[config.mk]
export PLATFORM = sky130hd
export DESIGN_NAME = smps_ctrl
export DESIGN_NICKNAME = d
export VERILOG_FILES = /design/src/sv/smps_pkg.sv /design/src/sv/smps_ctrl.sv
export SDC_FILE = /design/constraint.sdc
export NUM_CORES = 1
export LEC_CHECK = 0
export BUFFER_PORTS_ARGS = -buffer_cell sky130_fd_sc_hd__buf_2
export CAP_MARGIN = 20
export CORE_AREA = 2 2 39 41
export DETAILED_ROUTE_END_ITERATION = 12
export DIE_AREA = 0 0 41 43
export MAX_ROUTING_LAYER = met4
export PLACE_DENSITY = 0.61
export SLEW_MARGIN = 20
export SYNTH_ARGS = -nofsm -noshare
export SYNTH_HDL_FRONTEND = slang
export SYNTH_SLANG_ARGS = --single-unit
[constraint.sdc]
create_clock -name aclk -period 2.15 [get_ports aclk]
set_clock_uncertainty 0.15 [all_clocks]
set_input_delay 0.5375 -clock aclk [delete_from_list [all_inputs] [get_ports aclk]]
set_output_delay 0.5375 -clock aclk [all_outputs]
set_load 0.05 [all_outputs]
[src/sv/smps_pkg.sv]
`timescale 1ns / 1ps
// ----------------------------------------------------------------------------
// smps_pkg: shared types and constants of the sink minimum potential search
// Register indexes, controller states and command/status structs.
// ----------------------------------------------------------------------------
package smps_pkg;

    localparam int FRAC_BITS = 16;
    localparam int SUM_W     = 52;
    localparam int CNT_W     = 21;

    localparam logic [30:0] BOX_RESET = 31'(125 << FRAC_BITS);

    typedef enum logic [2:0] {
        REG_CENTER_X    = 3'd0,
        REG_CENTER_Y    = 3'd1,
        REG_CENTER_Z    = 3'd2,
        REG_RADIUS      = 3'd3,
        REG_BOX_SIZE    = 3'd4,
        REG_WANTED_TYPE = 3'd5,
        REG_SINK_ID     = 3'd6
    } reg_idx_t;

    typedef enum logic [2:0] {
        ST_IDLE,
        ST_EVAL,
        ST_DIV,
        ST_OUT
    } state_t;

    // controller -> datapath
    typedef struct packed {
        logic load;      // capture the input item
        logic calc;      // stage 1 -> stage 2 (squares)
        logic accum;     // compare and accumulate
        logic div_start; // start the three dividers
        logic div_step;  // one quotient bit per cycle
        logic emit;      // fill output register and clear accumulators
    } dp_cmd_t;

    // datapath -> controller
    typedef struct packed {
        logic last;
        logic div_done;
    } dp_sts_t;

endpackage

[src/sv/smps_ctrl.sv]
`timescale 1ns / 1ps
// ----------------------------------------------------------------------------
// smps_ctrl: sequencing controller
// Walks one item through load, evaluate, accumulate and, on the last item,
// the serial mean division and result hand-off.
// ----------------------------------------------------------------------------
module smps_ctrl (
    input  logic                aclk,
    input  logic                aresetn,
    input  logic                s_tvalid,
    output logic                s_tready,
    input  logic                out_busy,
    input  smps_pkg::dp_sts_t   sts,
    output smps_pkg::dp_cmd_t   cmd
);

    smps_pkg::state_t state_reg, state_next;
    logic [1:0] ev_reg, ev_next;

    always_ff @(posedge aclk) begin
        if (!aresetn) begin
            state_reg <= smps_pkg::ST_IDLE;
            ev_reg    <= 2'd0;
        end else begin
            state_reg <= state_next;
            ev_reg    <= ev_next;
        end
    end

    always_comb begin
        state_next = state_reg;
        ev_next    = ev_reg;
        cmd        = '0;
        s_tready   = 1'b0;
        unique case (state_reg)
            smps_pkg::ST_IDLE: begin
                s_tready = 1'b1;
                if (s_tvalid) begin
                    cmd.load   = 1'b1;
                    ev_next    = 2'd0;
                    state_next = smps_pkg::ST_EVAL;
                end
            end
            smps_pkg::ST_EVAL: begin
                ev_next = ev_reg + 2'd1;
                if (ev_reg == 2'd0) begin
                    cmd.calc = 1'b1;
                end else begin
                    cmd.accum = 1'b1;
                    if (sts.last) begin
                        state_next = smps_pkg::ST_DIV;
                    end else begin
                        state_next = smps_pkg::ST_IDLE;
                    end
                end
            end
            smps_pkg::ST_DIV: begin
                if (ev_reg == 2'd2) begin
                    cmd.div_start = 1'b1;
                    ev_next       = 2'd3;
                end else if (sts.div_done) begin
                    state_next = smps_pkg::ST_OUT;
                end else begin
                    cmd.div_step = 1'b1;
                end
            end
            smps_pkg::ST_OUT: begin
                // wait for the output register to free up
                if (!out_busy) begin
                    cmd.emit   = 1'b1;
                    state_next = smps_pkg::ST_IDLE;
                end
            end
            default: state_next = smps_pkg::ST_IDLE;
        endcase
    end

endmodule

==> results of run 1 <==
[cells by family (layout without fill, tap and decap cells)]
| group | after synthesis | count (layout) | synth area share |
|---|---|---|---|
| simple gates | 17 | 17 | 0.248 |
| compound gates | 10 | 10 | 0.223 |
| fa+ha+maj | 8 | 8 | 0.248 |
| buf+inv | 6 | 21 | 0.0557 |
| flops | 4 | 4 | 0.198 |
| mux | 1 | 1 | 0.0279 |
[path summary, 6_finish.rpt]
kind / from / endpoint / depth (start not counted)
max: state_reg[0] / cmd[1] / 5
min: ev_reg[1] / ev_reg[1] / 2
max reg2reg: state_reg[1] / ev_reg[0] / 6
min reg2reg: ev_reg[1] / ev_reg[1] / 2
[cell type report]
cell class | count | area, um^2
clock buffers | 3 | 22.5
fillers | 144 | 865
inverters | 6 | 22.5
multi-input cells | 36 | 308
flip-flops and latches | 4 | 80.1
well taps | 16 | 20.0
repair buffers | 12 | 66.3
[metal layers]
layer / vias to the layer above / GRT usage / wire length [um] / part of all wire
met5: - / - / 0 / 0
met4: 0 / 0.0600 / 0 / 0
met3: 0 / 0.0314 / 37 / 0.048
met2: 8 / 0.166 / 414 / 0.54
met1: 153 / 0.0997 / 316 / 0.41
li1: 188 / - / - / -
[what timing repair did]
item	in CTS	in global routing
hold buffers	0	0
endpoints found under the setup margin	0	2
buffers inserted	0	0
gates resized for setup	0	6
[through the flow]
stage               cells  hold WS (ns)  instance area (um^2)
floorplan              46         0.313                   405
global placement       74         0.343                   485
detailed placement     74         0.347                   485
CTS                    77         0.352                   508
global route           77         0.389                   519
finish                 77         0.347                   519
[synth_stat cells]
library cell	n
sky130_fd_sc_hd__a211oi_1	1
sky130_fd_sc_hd__dfxtp_1	4
sky130_fd_sc_hd__a21o_1	1
sky130_fd_sc_hd__and2b_1	1
sky130_fd_sc_hd__nand3_1	2
sky130_fd_sc_hd__inv_1	6
sky130_fd_sc_hd__nand2b_1	1
sky130_fd_sc_hd__ha_1	8
sky130_fd_sc_hd__a22o_1	1
sky130_fd_sc_hd__nor2b_1	6
sky130_fd_sc_hd__o2111ai_1	1
sky130_fd_sc_hd__o21ai_0	2
sky130_fd_sc_hd__a2111oi_4	1
sky130_fd_sc_hd__nor3_1	1
sky130_fd_sc_hd__mux2_1	1
sky130_fd_sc_hd__nand3b_1	1
sky130_fd_sc_hd__nor2_1	2
sky130_fd_sc_hd__o31ai_1	2
sky130_fd_sc_hd__a21oi_1	1
sky130_fd_sc_hd__and2_1	3
[power by group]
part	total [mW]	switching (mW)	internal (mW)
clock network	0.0903	0.0281	0.0623
registers	0.0953	0.0113	0.0841
logic	0.225	0.143	0.0819
total	0.411	0.183	0.228
[worst reg2reg max path: stages (launching register included)]
cell and delay, ns:
sky130_fd_sc_hd__dfxtp_1 0.39, sky130_fd_sc_hd__inv_1 0.12, sky130_fd_sc_hd__ha_1 0.23, sky130_fd_sc_hd__and2b_1 0.21
sky130_fd_sc_hd__nor3_1 0.29, sky130_fd_sc_hd__mux2_1 0.35, sky130_fd_sc_hd__nor2_1 0.08
[cells in the final DEF (no fill, tap or decap), types with 2 or more instances in the layout]
cell type,n
sky130_fd_sc_hd__nand3_1,2
sky130_fd_sc_hd__buf_2,11
sky130_fd_sc_hd__clkbuf_4,3
sky130_fd_sc_hd__nor2_1,2
sky130_fd_sc_hd__and2_1,2
sky130_fd_sc_hd__o31ai_1,2
sky130_fd_sc_hd__inv_1,5
sky130_fd_sc_hd__ha_1,7
sky130_fd_sc_hd__o21ai_0,2
sky130_fd_sc_hd__nor2b_1,5
sky130_fd_sc_hd__dfxtp_1,4
==> summary.md, run 1 <==
In this design, the largest share of critical-path delay is due to flip-flops. In this run the static leakage power is 0.233 nW. The fraction of synthesized cell area taken by the top area cell type was 0.248; the half-perimeter wire length of the detailed placement result was 675 um. Pin placement for this block handled 13 I/O pins.

The number of buffers and inverters on the critical path works out to 2. TritonCTS built the clock tree. The initialized floorplan defines 14 standard-cell rows.

On the critical path, the stage with the largest delay is an instance of sky130_fd_sc_hd__dfxtp_1. For the slack of the worst reg-to-reg path, the log shows 0.28 ns. Post-layout utilization of the core: 0.375. The tools report the root buffer cell as sky130_fd_sc_hd__clkbuf_4. The longest clock path from root to sink contains 2 buffers. The logs give 0.669 for the final weighted congestion in routability-driven placement and 0 ns for the post-route setup TNS.

In the post-route analysis, the smallest setup slack over all paths is 0.103 ns. The delay of the slowest cell on the worst path is 0.40 ns, and the maximum operating frequency is 489 MHz. The remaining design rule violation count was 0.

The tools report the worst slew margin relative to its limit as 0.771. The vias after detailed routing was 349. The final critical delay including setup and external delays came out at 2.05 ns. Counting flops and latches in the post-synthesis netlist gives 4. The max-cap violation count came out at 0. The most area-hungry cell type in the Yosys netlist was sky130_fd_sc_hd__ha_1. The die width was 41 um. Maximum number of pins on one net before global-route repair: 6.

The max-slew violation count was 0. The worst setup path is launched from a register. The tools report the highest ir drop seen on vdd as 288 uV. The tools report the initial antenna violation count as 0. Averaged over all synthesized cells, the footprint is 8.79 um^2. Total global-route track usage: 0.102. The run gives 0.23 ns as the clock latency on the worst-skew pair. For this run, the number of Yosys warnings is 0. Dividing total power by cell area gives a power density of 791 nW/um^2. Summing every instance area after synthesis gives 404 um^2. Clock transition at the register clock pins on the worst setup and hold paths after CTS: 0.04 ns. The share of post-route cells with drive strength above 1 is 0.328, and the final wirelength is 768 um. The run gives 0.411 mW as the overall power after layout.

Once detail routing completed, the nets flagged for antenna violations numbered 0. The run gives 0.292 as the starting density of the core. The number of global-route vias before repair was 319; the ratio of routed vias to standard cells was 4.53. After synthesis, the cell types taking the most area are sky130_fd_sc_hd__ha_1 (25%), sky130_fd_sc_hd__dfxtp_1 (20%), sky130_fd_sc_hd__nor2b_1 (9.3%). The netlist uses 20 different library cells. The count of buffers from port buffering was 12. In this run the worst hold path is classified as register to register. The slew of the pin with the lowest slew margin is 0.341 ns.

The first global-routing pass estimated 1170 um of wire. The area inside the core boundary was 1380 um^2. The count of routing violations after the opening detailed-route iteration is 1, and the maximum fanout along the worst path is 5. For the synthesized net count, the log shows 60. Final critical-path share of the clock period: 0.952. The final layout contains 77 nets. The pre-antenna-repair detailed-routing pass consisted of 2 iterations. The run gives 0.198 as the sequential cell area fraction in the yosys report. STA puts the critical path data arrival time at 1.36 ns. The hold violation count in the final report is 0, and the count of clock tree sinks is 4.

The capturing element type of the critical path is an output pin. The critical path class was register to output pin. Setup violations remaining at the end of the flow were counted as 0.

In this run the vertical extent of the chip is 43 um. The layout overhead on the synthesized area came out at 28.5%. The flow ran to the end, and the final reports show no timing, DRC or antenna violations. The floorplan step defined a die boundary enclosing 1760 um^2. The cell count after synthesis came out at 46.

The number of clock buffers added by TritonCTS is 3. The tools report the data required time at the worst endpoint as 1.46 ns. For this run the aggregate overflow at the end of global routing stands at 0. The signal on the critical path passes through inv_2 -> ha_1 -> nor2b_1 -> nor2b_2 -> buf_6. After detailed routing, the average wire length per cell comes to 9.97 um. OpenSTA, run right after detailed placement, puts the worst setup slack at 0.264 ns.

The maximum level of the CTS H-tree is 1, and the number of antenna repair diodes is 0.
No activity file was read; power rests on OpenSTA's default activity.
==> run 2: changes to the inputs <==
Clock period 2.15 ns to 2.55 ns, I/O delays scaled along.
==> summary.md, run 2 (same netlist as run 1, synthesis figures left out) <==
The run finished with clean final reports. The sum of overflow across all layers after global routing came out at 0 (unchanged). The startpoint of the worst register-to-register path is state_reg[0] (was state_reg[1]).

The run gives 0 (unchanged) as the number of antenna repair diodes. The maximum fanout along the worst path was 5 (unchanged); the TritonCTS buffer count was 3 (unchanged). The tools report the capturing element type of the critical path as an output pin (unchanged). Hold violation count in the final report: 0 (unchanged). The tools report the root buffer cell as sky130_fd_sc_hd__clkbuf_4 (unchanged). The areal power density over the cells was 675 nW/um^2 (was 791 nW/um^2). The area inside the core boundary is 1380 um^2 (unchanged), and the starting density of the core is 0.292 (unchanged). The max-cap violation count was 0 (unchanged); the ratio of routed vias to standard cells was 4.61 (was 4.53). Count of non-filler cells in the finished layout: 77 (unchanged). The final layout net count is 77 (unchanged), and the count of buffers from port buffering is 12 (unchanged). Final critical-path share of the clock period: 0.870. The post-place setup slack was 0.577 ns (was 0.264 ns); the share of post-route cells with drive strength above 1 was 0.262 (was 0.328). The run gives 13 (unchanged) as the number of ports placed on the die boundary. The slew of the pin with the lowest slew margin was 0.364 ns (was 0.341 ns); the final wirelength was 807 um (was 768 um).

The logs give 716 um (was 675 um) for the half-perimeter wire length of the detailed placement result and 0 (unchanged) for the quantity of gates resized following cts. The tools report the total global-route track usage as 0.115 (was 0.102). The critical path class is register to output pin (unchanged). Commonest non-fill, non-tap cells in the layout: sky130_fd_sc_hd__buf_2 (12), sky130_fd_sc_hd__ha_1 (8), sky130_fd_sc_hd__inv_1 (6), sky130_fd_sc_hd__nor2b_1 (6), sky130_fd_sc_hd__dfxtp_1 (4) (was sky130_fd_sc_hd__buf_2 (11), sky130_fd_sc_hd__ha_1 (7), sky130_fd_sc_hd__inv_1 (5), sky130_fd_sc_hd__nor2b_1 (5), sky130_fd_sc_hd__dfxtp_1 (4)). The worst slew margin relative to its limit was 0.755 (was 0.771); the count of antenna-violating nets left after detailed routing was 0 (unchanged).

The run gives 1.43 ns (was 1.36 ns) as the data arrival time of the worst path. Derived from the worst setup path, the maximum achievable clock frequency is 451 MHz. The maximum clock path buffer count came out at 2 (unchanged).

The kind of start point of the critical path was a register (unchanged). The remaining design rule violation count came out at 0 (unchanged). The logs give 1760 um^2 (unchanged) for the total die area and 6 (unchanged) for the maximum number of pins on one net before global-route repair. The logs give 0 (unchanged) for the number of endpoints failing setup at the final stage and 0 (unchanged) for the initial antenna violation count.

For the row count, the log shows 14 (unchanged). The count of routing violations after the opening detailed-route iteration is 5 (was 1). The worst path in the final design needs a cycle of 2.22 ns, including I/O delays and setup. The number of setup buffers added after CTS is 0 (unchanged).

The layout overhead on the synthesized area is 25.4% (was 28.5%), and the post-route setup TNS is 0 ns (unchanged). The run gives 1 (unchanged) as the maximum level of the CTS H-tree. Worst min-delay path class: register to register (unchanged).

The worst setup slack after layout came out at 0.332 ns (was 0.103 ns). The run gives 0.729 (was 0.669) as the final weighted congestion in routability-driven placement. The logs give 0.23 ns (about the same) for the clock latency on the worst-skew pair and 0 (unchanged) for the count of hold-fix buffers inserted at cts. For the first-pass iteration count of the detailed router, the log shows 2 (unchanged).

Most common cell after layout, fill and taps aside: sky130_fd_sc_hd__buf_2 (unchanged). The clock transition at the register clock pins on the worst setup and hold paths after CTS is 0.04 ns (about the same). TritonCTS built the clock tree. The die width was 41 um (unchanged); the number of cells after detailed placement was 74 (unchanged). The die span in y is 43 um (unchanged). The startpoint of the lowest-slack hold path is ev_reg[1] (unchanged). The tools report the count of clock tree sinks as 4 (unchanged). The run gives 218 uV (was 288 uV) as the highest ir drop seen on vdd. The tools report the launch point of the worst path as state_reg[0] (unchanged). Setup repair after global routing left no endpoint under its margin.

The logs give 0 (unchanged) for the max-slew violation count and 1.76 ns (was 1.46 ns) for the data required time at the worst endpoint. Leakage power of the design: 0.235 nW (was 0.233 nW). The vias after detailed routing was 355 (was 349); the detail-routed net length per standard cell was 10.5 um (was 9.97 um). The number of global-route vias before repair is 352 (was 319), and the global-route wire length before repair is 1350 um (was 1170 um).
==> run 2: changes by cell type in the layout (fill, tap and decap cells not counted) <==
cell / delta
sky130_fd_sc_hd__and2_2: -1
sky130_fd_sc_hd__buf_2: +1
sky130_fd_sc_hd__inv_2: -1
sky130_fd_sc_hd__buf_6: -1
sky130_fd_sc_hd__nor2b_2: -1
sky130_fd_sc_hd__ha_2: -1
sky130_fd_sc_hd__and2_1: +1
sky130_fd_sc_hd__ha_1: +1
sky130_fd_sc_hd__inv_1: +1
sky130_fd_sc_hd__nor2b_1: +1
==> run 2: critical path, cell delays in order (launching register included) <==
cell,delay [ns]
sky130_fd_sc_hd__dfxtp_1,0.34
sky130_fd_sc_hd__inv_1,0.13
sky130_fd_sc_hd__ha_1,0.17
sky130_fd_sc_hd__nor2b_1,0.17
sky130_fd_sc_hd__nor2b_1,0.14
sky130_fd_sc_hd__buf_2,0.26
==> run 2: worst paths after layout <==
check / slack (ns) / endpoint / cells past startpoint
max: 0.33 / cmd[1] / 5
min: 0.35 / ev_reg[1] / 2
max reg2reg: 0.63 / ev_reg[0] / 6
min reg2reg: 0.35 / ev_reg[1] / 2
==> run 2: power breakdown <==
part	internal (mW)	switching, mW	total, mW
logic	0.0665	0.122	0.189
registers	0.0709	0.00876	0.0797
clock network	0.0523	0.0216	0.0739
total	0.190	0.152	0.342
==> run 2: cell type report <==
class                   instances  area, um^2
flip-flops and latches          4        80.1
repair buffers                 12        60.1
inverters                       6        22.5
multi-input cells              36         302
fillers                       151         877
well taps                      16        20.0
clock buffers                   3        22.5
==> run 2: metrics by stage <==
step	area, um^2	power [mW]	hold slack [ns]	util
2_1_floorplan	404	0.231	0.313	-
3_5_place_dp	484	0.271	0.344	0.350
5_1_grt	507	0.372	0.383	0.366
6_report	507	0.342	0.346	0.366
3_3_place_gp	484	0.268	0.339	0.350
4_1_cts	507	0.350	0.348	0.366
==> run 2: layer usage <==
layer | vias to the layer above | GRT usage | part of all wire
met5 | - | - | 0
met1 | 158 | 0.119 | 0.41
li1 | 189 | - | -
met3 | 0 | 0.0157 | 0.052
met2 | 8 | 0.197 | 0.53
met4 | 0 | 0.0600 | 0
